<file path="config.mk">
export PLATFORM = sky130hd
export DESIGN_NAME = hcbp_packer
export DESIGN_NICKNAME = d
export VERILOG_FILES = /design/src/rtl/huffman_code_bit_packer_macros.svh /design/src/rtl/hcbp_pkg.sv /design/src/rtl/hcbp_packer.sv
export SDC_FILE = /design/constraint.sdc
export NUM_CORES = 1
export LEC_CHECK = 0
export BUFFER_PORTS_ARGS = -buffer_cell sky130_fd_sc_hd__buf_2
export CAP_MARGIN = 20
export CORE_ASPECT_RATIO = 1.75
export CORE_MARGIN = 4
export CORE_UTILIZATION = 60
export DETAILED_ROUTE_END_ITERATION = 10
export GPL_TIMING_DRIVEN = 0
export PLACE_DENSITY = 0.85
export SLEW_MARGIN = 20
export SYNTH_ARGS = -nofsm -noshare
export SYNTH_HDL_FRONTEND = slang
export SYNTH_SLANG_ARGS = --single-unit
</file>
<file path="constraint.sdc">
create_clock -name i_clk -period 6.3 [get_ports i_clk]
set_input_delay 0.315 -clock i_clk [delete_from_list [all_inputs] [get_ports i_clk]]
set_output_delay 0.315 -clock i_clk [all_outputs]
set_load 0.05 [all_outputs]
</file>
<file path="src/rtl/huffman_code_bit_packer_macros.svh">
// Assertion helpers for the bit packer. Every check is sampled on the rising
// edge of i_clk and is switched off while i_rst_n is low.
`ifndef HUFFMAN_CODE_BIT_PACKER_MACROS_SVH
`define HUFFMAN_CODE_BIT_PACKER_MACROS_SVH

// The condition holds in the same cycle as the trigger.
`define HCBP_ASSERT_SAME(label, trig, cond, msg) \
    label: assert property (@(posedge i_clk) disable iff (!i_rst_n) \
        (trig) |-> (cond)) else $error(msg);

// The condition holds in the cycle after the trigger.
`define HCBP_ASSERT_NEXT(label, trig, cond, msg) \
    label: assert property (@(posedge i_clk) disable iff (!i_rst_n) \
        (trig) |=> (cond)) else $error(msg);

`endif

</file>
<file path="src/rtl/hcbp_pkg.sv">
`default_nettype none
package hcbp_pkg;

    localparam int SYM_W       = 8;
    localparam int TABLE_DEPTH = 256;
    localparam int VAL_IN_W    = 32;
    localparam int LEN_W       = 6;
    localparam int VBITS_W     = 7;
    localparam int TOTAL_W     = 48;
    localparam int OP_W        = 2;

    typedef logic [OP_W-1:0] t_op;

    localparam t_op OP_LOAD   = 2'd0;
    localparam t_op OP_ENCODE = 2'd1;
    localparam t_op OP_FLUSH  = 2'd2;

    // Result of the table lookup for one beat, handed to the packer.
    typedef struct packed {
        t_op                 op;
        logic [LEN_W-1:0]    len;
        logic [VAL_IN_W-1:0] val;
    } t_lookup;

endpackage
`default_nettype wire

</file>
<file path="src/rtl/hcbp_packer.sv">
`default_nettype none
module hcbp_packer #(
    parameter int WORD_BITS = 64
) (
    input  wire logic                          i_clk,
    input  wire logic                          i_rst_n,
    input  wire logic                          i_in_valid,
    input  wire hcbp_pkg::t_lookup             i_lookup,
    input  wire logic                          i_out_ready,
    output      logic                          o_advance,
    output      logic                          o_out_valid,
    output      logic [WORD_BITS-1:0]          o_word,
    output      logic [hcbp_pkg::VBITS_W-1:0]  o_valid_bits,
    output      logic [hcbp_pkg::TOTAL_W-1:0]  o_total_bits,
    output      logic                          o_last
);

    localparam int DW     = 2 * WORD_BITS;
    localparam int FILL_W = $clog2(WORD_BITS);
    localparam int SUM_W  = $clog2(DW);
    localparam int SH_W   = $clog2(DW) + 1;

    logic [WORD_BITS-1:0]         r_acc,   n_acc;
    logic [FILL_W-1:0]            r_fill,  n_fill;
    logic [hcbp_pkg::TOTAL_W-1:0] r_total, n_total;

    logic                          r_out_valid, n_out_valid;
    logic [WORD_BITS-1:0]          r_word,  n_word;
    logic [hcbp_pkg::VBITS_W-1:0]  r_vbits, n_vbits;
    logic [hcbp_pkg::TOTAL_W-1:0]  r_otot,  n_otot;
    logic                          r_last,  n_last;

    logic                         advance;
    logic                         take;
    logic [SUM_W-1:0]             sum;
    logic [SH_W-1:0]              shift_amt;
    logic [DW-1:0]                merged;
    logic [hcbp_pkg::TOTAL_W:0]   total_sum;
    logic [hcbp_pkg::TOTAL_W-1:0] total_sat;

    always_comb begin
        advance   = !r_out_valid || i_out_ready;
        take      = i_in_valid && advance;
        sum       = SUM_W'(r_fill) + SUM_W'(i_lookup.len);
        shift_amt = SH_W'(DW) - SH_W'(sum);
        // The code is placed right below the bits already held; the upper half
        // is the current word and the lower half carries the split-off tail.
        merged    = {r_acc, {WORD_BITS{1'b0}}} | (DW'(i_lookup.val) << shift_amt);
        total_sum = {1'b0, r_total} + (hcbp_pkg::TOTAL_W + 1)'(i_lookup.len);
        total_sat = total_sum[hcbp_pkg::TOTAL_W] ? {hcbp_pkg::TOTAL_W{1'b1}}
                                                 : total_sum[hcbp_pkg::TOTAL_W-1:0];

        n_acc       = r_acc;
        n_fill      = r_fill;
        n_total     = r_total;
        n_out_valid = r_out_valid && !i_out_ready;
        n_word      = r_word;
        n_vbits     = r_vbits;
        n_otot      = r_otot;
        n_last      = r_last;

        if (take) begin
            case (i_lookup.op)
                hcbp_pkg::OP_ENCODE: begin
                    if (i_lookup.len != '0) begin
                        n_total = total_sat;
                        if (sum >= SUM_W'(WORD_BITS)) begin
                            n_acc       = merged[WORD_BITS-1:0];
                            n_fill      = FILL_W'(sum - SUM_W'(WORD_BITS));
                            n_out_valid = 1'b1;
                            n_word      = merged[DW-1:WORD_BITS];
                            n_vbits     = hcbp_pkg::VBITS_W'(WORD_BITS);
                            n_otot      = total_sat;
                            n_last      = 1'b0;
                        end else begin
                            n_acc  = merged[DW-1:WORD_BITS];
                            n_fill = FILL_W'(sum);
                        end
                    end
                end
                hcbp_pkg::OP_FLUSH: begin
                    n_out_valid = 1'b1;
                    n_word      = r_acc;
                    n_vbits     = hcbp_pkg::VBITS_W'(r_fill);
                    n_otot      = r_total;
                    n_last      = 1'b1;
                    n_acc       = '0;
                    n_fill      = '0;
                    n_total     = '0;
                end
                default: begin
                end
            endcase
        end
    end

    always_ff @(posedge i_clk) begin
        if (!i_rst_n) begin
            r_acc       <= '0;
            r_fill      <= '0;
            r_total     <= '0;
            r_out_valid <= 1'b0;
        end else begin
            r_acc       <= n_acc;
            r_fill      <= n_fill;
            r_total     <= n_total;
            r_out_valid <= n_out_valid;
        end
    end

    always_ff @(posedge i_clk) begin
        r_word  <= n_word;
        r_vbits <= n_vbits;
        r_otot  <= n_otot;
        r_last  <= n_last;
    end

    always_comb begin
        o_advance    = advance;
        o_out_valid  = r_out_valid;
        o_word       = r_word;
        o_valid_bits = r_vbits;
        o_total_bits = r_otot;
        o_last       = r_last;
    end

endmodule
`default_nettype wire
</file>
# Word-level counts from Yosys, hierarchy flattened
# Cells that the tools add are included.
totals:
  ff_bits: 239
  word_cells: 53
  inputBits: 44
op_classes:
  eq_ne: 4
  n_mux: 25
  add_sub_neg: 4
  n_shift: 1
  bitwise: 1
  n_reduce_logical: 9
  n_lt_le_gt_ge: 1
ops:
  columns: ["operator", "count"]
  rows:
  - ["$mux 64", 4]
  - ["$pmux 64 s2", 2]
  - ["$mux 48", 4]
  - ["$pmux 48 s2", 2]
  - ["$or 128x128->128", 1]
  - ["$shl 32x8->128", 1]
  - ["$add 48x6->49", 1]
  - ["$mux 7", 2]
  - ["$pmux 7 s2", 1]
  - ["$mux 6", 2]
  - ["$pmux 6 s2", 1]
  - ["$sub 8x7->8 const A", 1]
  - ["$add 6x6->7", 1]
  - ["$ge 7x7->1 const B", 1]
  - ["$reduce_bool 6->1", 1]
  - ["$sub 6x1->6 const B", 1]
  - ["$mux 1", 5]
  - ["$ne 2x2->1 const B", 2]
  - ["$pmux 1 s2", 2]
  - ["$reduce_and 4->1", 1]
  - ["$reduce_and 3->1", 1]
  - ["$eq 2x1->1 const B", 1]
  - ["$eq 2x2->1 const B", 1]
  - ["$logic_and 1x1->1", 2]
  - ["3 further kinds", 4]

# Longest topological paths before layout
logic_depth:
  depth_word: 7
  ltp_mapped: 16
  ltp_nobuf: 11

# Least setup slack after synthesis
# Ideal clock, no wire load.
synth_timing:
  kind: "register to register"
  startpoint: "register r_fill[0]"
  endpoint: "register r_last (netlist: o_last) (enable)"
  path_stages_with_launch: 9
  n_path_buf: 1
  path_slack_ns: 1.157
  arrival_ns: 4.648
  period_less_slack_ns: 5.143
  setup_time_ns: 0.495
  t_required_ns: 5.805
  cell_sequence: "dfxtp_1 ha_1 fa_1 a211o_4 nand3_2 a21o_1 buf_2 o21ai_0 and4b_1"
synth_between:
  elab_chain_len: 4
synth_rtl:
  columns: ["item", "line_no", "source"]
  rows:
  - ["start: declaration", "hcbp_packer.sv:24", "logic [FILL_W-1:0] r_fill, n_fill;"]
  - ["start signal: assignment", "hcbp_packer.sv:105", "r_fill <= n_fill;"]
  - ["$add 6x6->7", "hcbp_packer.sv:44", "sum = SUM_W'(r_fill) + SUM_W'(i_lookup.len);"]
  - ["$ge 7x7->1", "hcbp_packer.sv:67", "if (sum >= SUM_W'(WORD_BITS)) begin"]
  - ["$ne 2x2->1 (no source line)", null, null]
  - ["$reduce_and 4->1 (no source line)", null, null]
  - ["end signal: assignment", "hcbp_packer.sv:115", "r_last <= n_last;"]
  - ["end: declaration", "hcbp_packer.sv:31", "logic r_last, n_last;"]
# No other way between the ends.
# A chain may end at the register's enable or synchronous reset.

# Worst setup path after layout
layout_timing:
  startpoint: "register r_fill[0]"
  endpoint: "register r_acc[0]"
layout_between:
  elab_chain_len: 7
  word_cells_on_any_way: 8
  classes_between: "2 x add/sub; 1 x order compare; 1 x shift; 3 x mux; 1 x bitwise"
layout_rtl:
  columns: ["item", "line_no", "source"]
  rows:
  - ["$add 6x6->7 *", "hcbp_packer.sv:44", null]
  - ["$sub 8x7->8", "hcbp_packer.sv:45", "shift_amt = SH_W'(DW) - SH_W'(sum);"]
  - ["$shl 32x8->128", "hcbp_packer.sv:48", "merged = {r_acc, {WORD_BITS{1'b0}}} | (DW'(i_lookup.val) << shift_amt);"]
  - ["$or 128x128->128", "hcbp_packer.sv:48", null]
  - ["$mux 64 *", "hcbp_packer.sv:67", null]
  - ["$mux 64 *", "hcbp_packer.sv:65", "if (i_lookup.len != '0) begin"]
  - ["$pmux 64 s2 *", "hcbp_packer.sv:63", "case (i_lookup.op)"]
  - ["end signal: assignment", "hcbp_packer.sv:104", "r_acc <= n_acc;"]
  - ["end: declaration", "hcbp_packer.sv:23", "logic [WORD_BITS-1:0] r_acc, n_acc;"]
# Mark *: on every way between the ends. The rest lies on a longest branch, timed or not. The select of a mux whose other input is x is not followed.

==> metrics <==
TritonCTS buffer count 23; First DRT Iteration DRCs ~1600; Hold Buf Count CTS 0; Fin. Hold Viols 0; Max clock buf depth 3; I/O pins 166; commonest non-fill, non-tap cell in the layout buf_2; maximum VDD drop 270 µV; final wirelength 59200 µm; Worst Path Max Fanout 10; top cells by area, synth edfxtp_1 (25%), dfxtp_1 (16%), mux2i_1 (5.4%); CTS tree built; most frequent cells in the layout buf_2 (209), edfxtp_1 (120), dfxtp_1 (119); RePlAce Congestion approximately 1.1; CP Capture Type flop; maxcap violations 0; pin count of the biggest net entering global routing 52; Syn Area/Cell between 9 and 10 µm²; initial antenna violation count 1; yosys warns 0; H-tree depth 1; Die Wd between 100 and 150 µm; CTS resizes 0; #FFs+latches synth between 200 and 250; Worst-path clk slew around 0.07 ns; vias in the first global route about 14000; area of the multi-input gates between 0.007 and 0.008 mm²; RSZ-0062 raised after global routing false; Seq. cell area roughly 0.0060 mm²; final hold slack between 0.09 and 0.1 ns; Synth area leader edfxtp_1; Mapped Area around 0.014 mm²; vias per cell about 7.2; post-synthesis async set-or-reset flop share 0%; CTS Root Cell clkbuf_16; WS Path Type reg -> reg; Die Span Y about 210 µm; worst skew pair latency roughly 0.57 ns; Max Fclk approximately 0.18 GHz; wire per inst approximately 30 µm; Tcrit/Tclk final between 90% and 100%; core area between 0.02 and 0.025 mm²; Fin Setup TNS 0 ns; Post-CTS Setup Bufs 0; Leak about 6.4 nW; post-DP HPWL 44400 µm; first drt pass iteration count 7; outcome finished, final reports clean; syn nets between 1500 and 2000; Syn Inst Count between 1000 and 1500; HP Class in -> reg; EDFF count, synth 120; row cnt 74; clk sinks between 200 and 250; Initial Util between 60% and 70%; setup violators final 0; DRC Markers 0; Tmin final approximately 5.7 ns; Layout Nets 1732; Critical Path Source Type flop; Fin Clk Skew around 0.019 ns; Cell variety after synth approximately 100; fill count around 1700; Detail Route Antenna Nets 0; Slew @ Worst Pin around 1.2 ns; global-route wire length before repair 87000 µm; Max Slew Vio Count 0; layout cells sized above 1 20.9%; required time worst endpoint 6.73 ns; Critical Path AT 6.11 ns; vias 14400; Synth top area share between 20% and 30%; Total GRT Usage a little over two fifths; Port Buffers between 150 and 200; fin util a little over two thirds; synth-to-layout area growth 14.4%; register area share after synthesis 41.4%; die area about 0.027 mm²; Power Dens Cells 312 mW/mm²; total overflow reported by the global router 0; Main synth FF type edfxtp_1; Slew HR approximately a fifth
[area by class of cell]
class,count,area share [%]
well taps,304,2.30
diodes,1,0.0151
clock buffers,29,3.92
clock inverters,13,1.01
multi-input cells,1098,47.4
flip-flops and latches,239,36.2
inverters,31,0.704
plain buffers,111,3.19
repair buffers,167,5.28
[power by group]
part,internal [W],switching [W]
logic,0.000553,0.00130
registers,0.00175,0.0000293
clock network,0.000862,0.000660
total,0.00316,0.00199
[per-layer routing]
layer / track usage, % / vias up / routed length (µm)
met2: 77.4 / 1088 / 29900
met1: 39.9 / 6722 / 17500
met4: 42.6 / 0 / 7200
li1: - / 6147 / -
met3: 8.51 / 422 / 4510
met5: 0 / - / 0
[sequential cells by signal (all words and copies together), names as in the netlist]
signal,flops
r_total,48
o_word,64
o_total_bits,48
r_acc,64
o_valid_bits,7
r_fill,6
o_last,1
o_out_valid,1
[logic make-up after synthesis]
family / Yosys count / synth area share, %
compound gates: 483 / 23.6
xor+xnor: 12 / 1.05
fa+ha+maj: 17 / 1.58
buf+inv: 142 / 4.46
flops: 239 / 41.4
mux: 119 / 10.8
simple gates: 467 / 17.1
[critical path: stages, from the launching register on]
cell      delay, ns
dfxtp_1        0.34
ha_1           0.35
buf_2          0.31
buf_4          0.28
clkinv_1       0.27
ha_1           0.44
buf_2          0.28
buf_1          0.48
mux4_2         0.42
mux2i_1        0.92
mux2i_1        0.58
mux2i_1        0.36
o22ai_1        0.15
a221o_1        0.36
[cell usage after synthesis (22+ instances only)]
cell type,number
a22o_1,22
a21oi_1,104
a31oi_1,32
inv_1,29
mux2i_1,78
mux4_2,28
clkbuf_1,45
nand2_1,97
nor2_1,90
nand3_1,54
nor4_1,28
edfxtp_1,120
buf_2,44
o21ai_0,83
a21o_1,40
dfxtp_1,119
nor3_1,53
[path summary, 6_finish.rpt]
path,from,cells past startpoint,to,slack [ns]
worst max-delay path,r_fill[0],13,r_acc[0],0.62
worst min-delay path,i_in_valid,3,o_out_valid,0.1
worst max register to register,r_fill[0],13,r_acc[0],0.62
worst min register to register,r_acc[17],2,r_acc[17],0.46
[metrics by stage]
step | cell area, µm² | instances | total power, W | setup slack [ns]
floorplan | 14500 | 1479 | 0.00299 | 1.16
global placement | 15700 | 1948 | 0.00353 | -0.226
detailed placement | 15700 | 1950 | 0.00355 | 0.861
CTS | 16500 | 1992 | 0.00504 | 0.990
global route | 16500 | 1992 | 0.00526 | 0.362
finish | 16500 | 1993 | 0.00515 | 0.618
No activity file was read; power rests on OpenSTA's default activity.
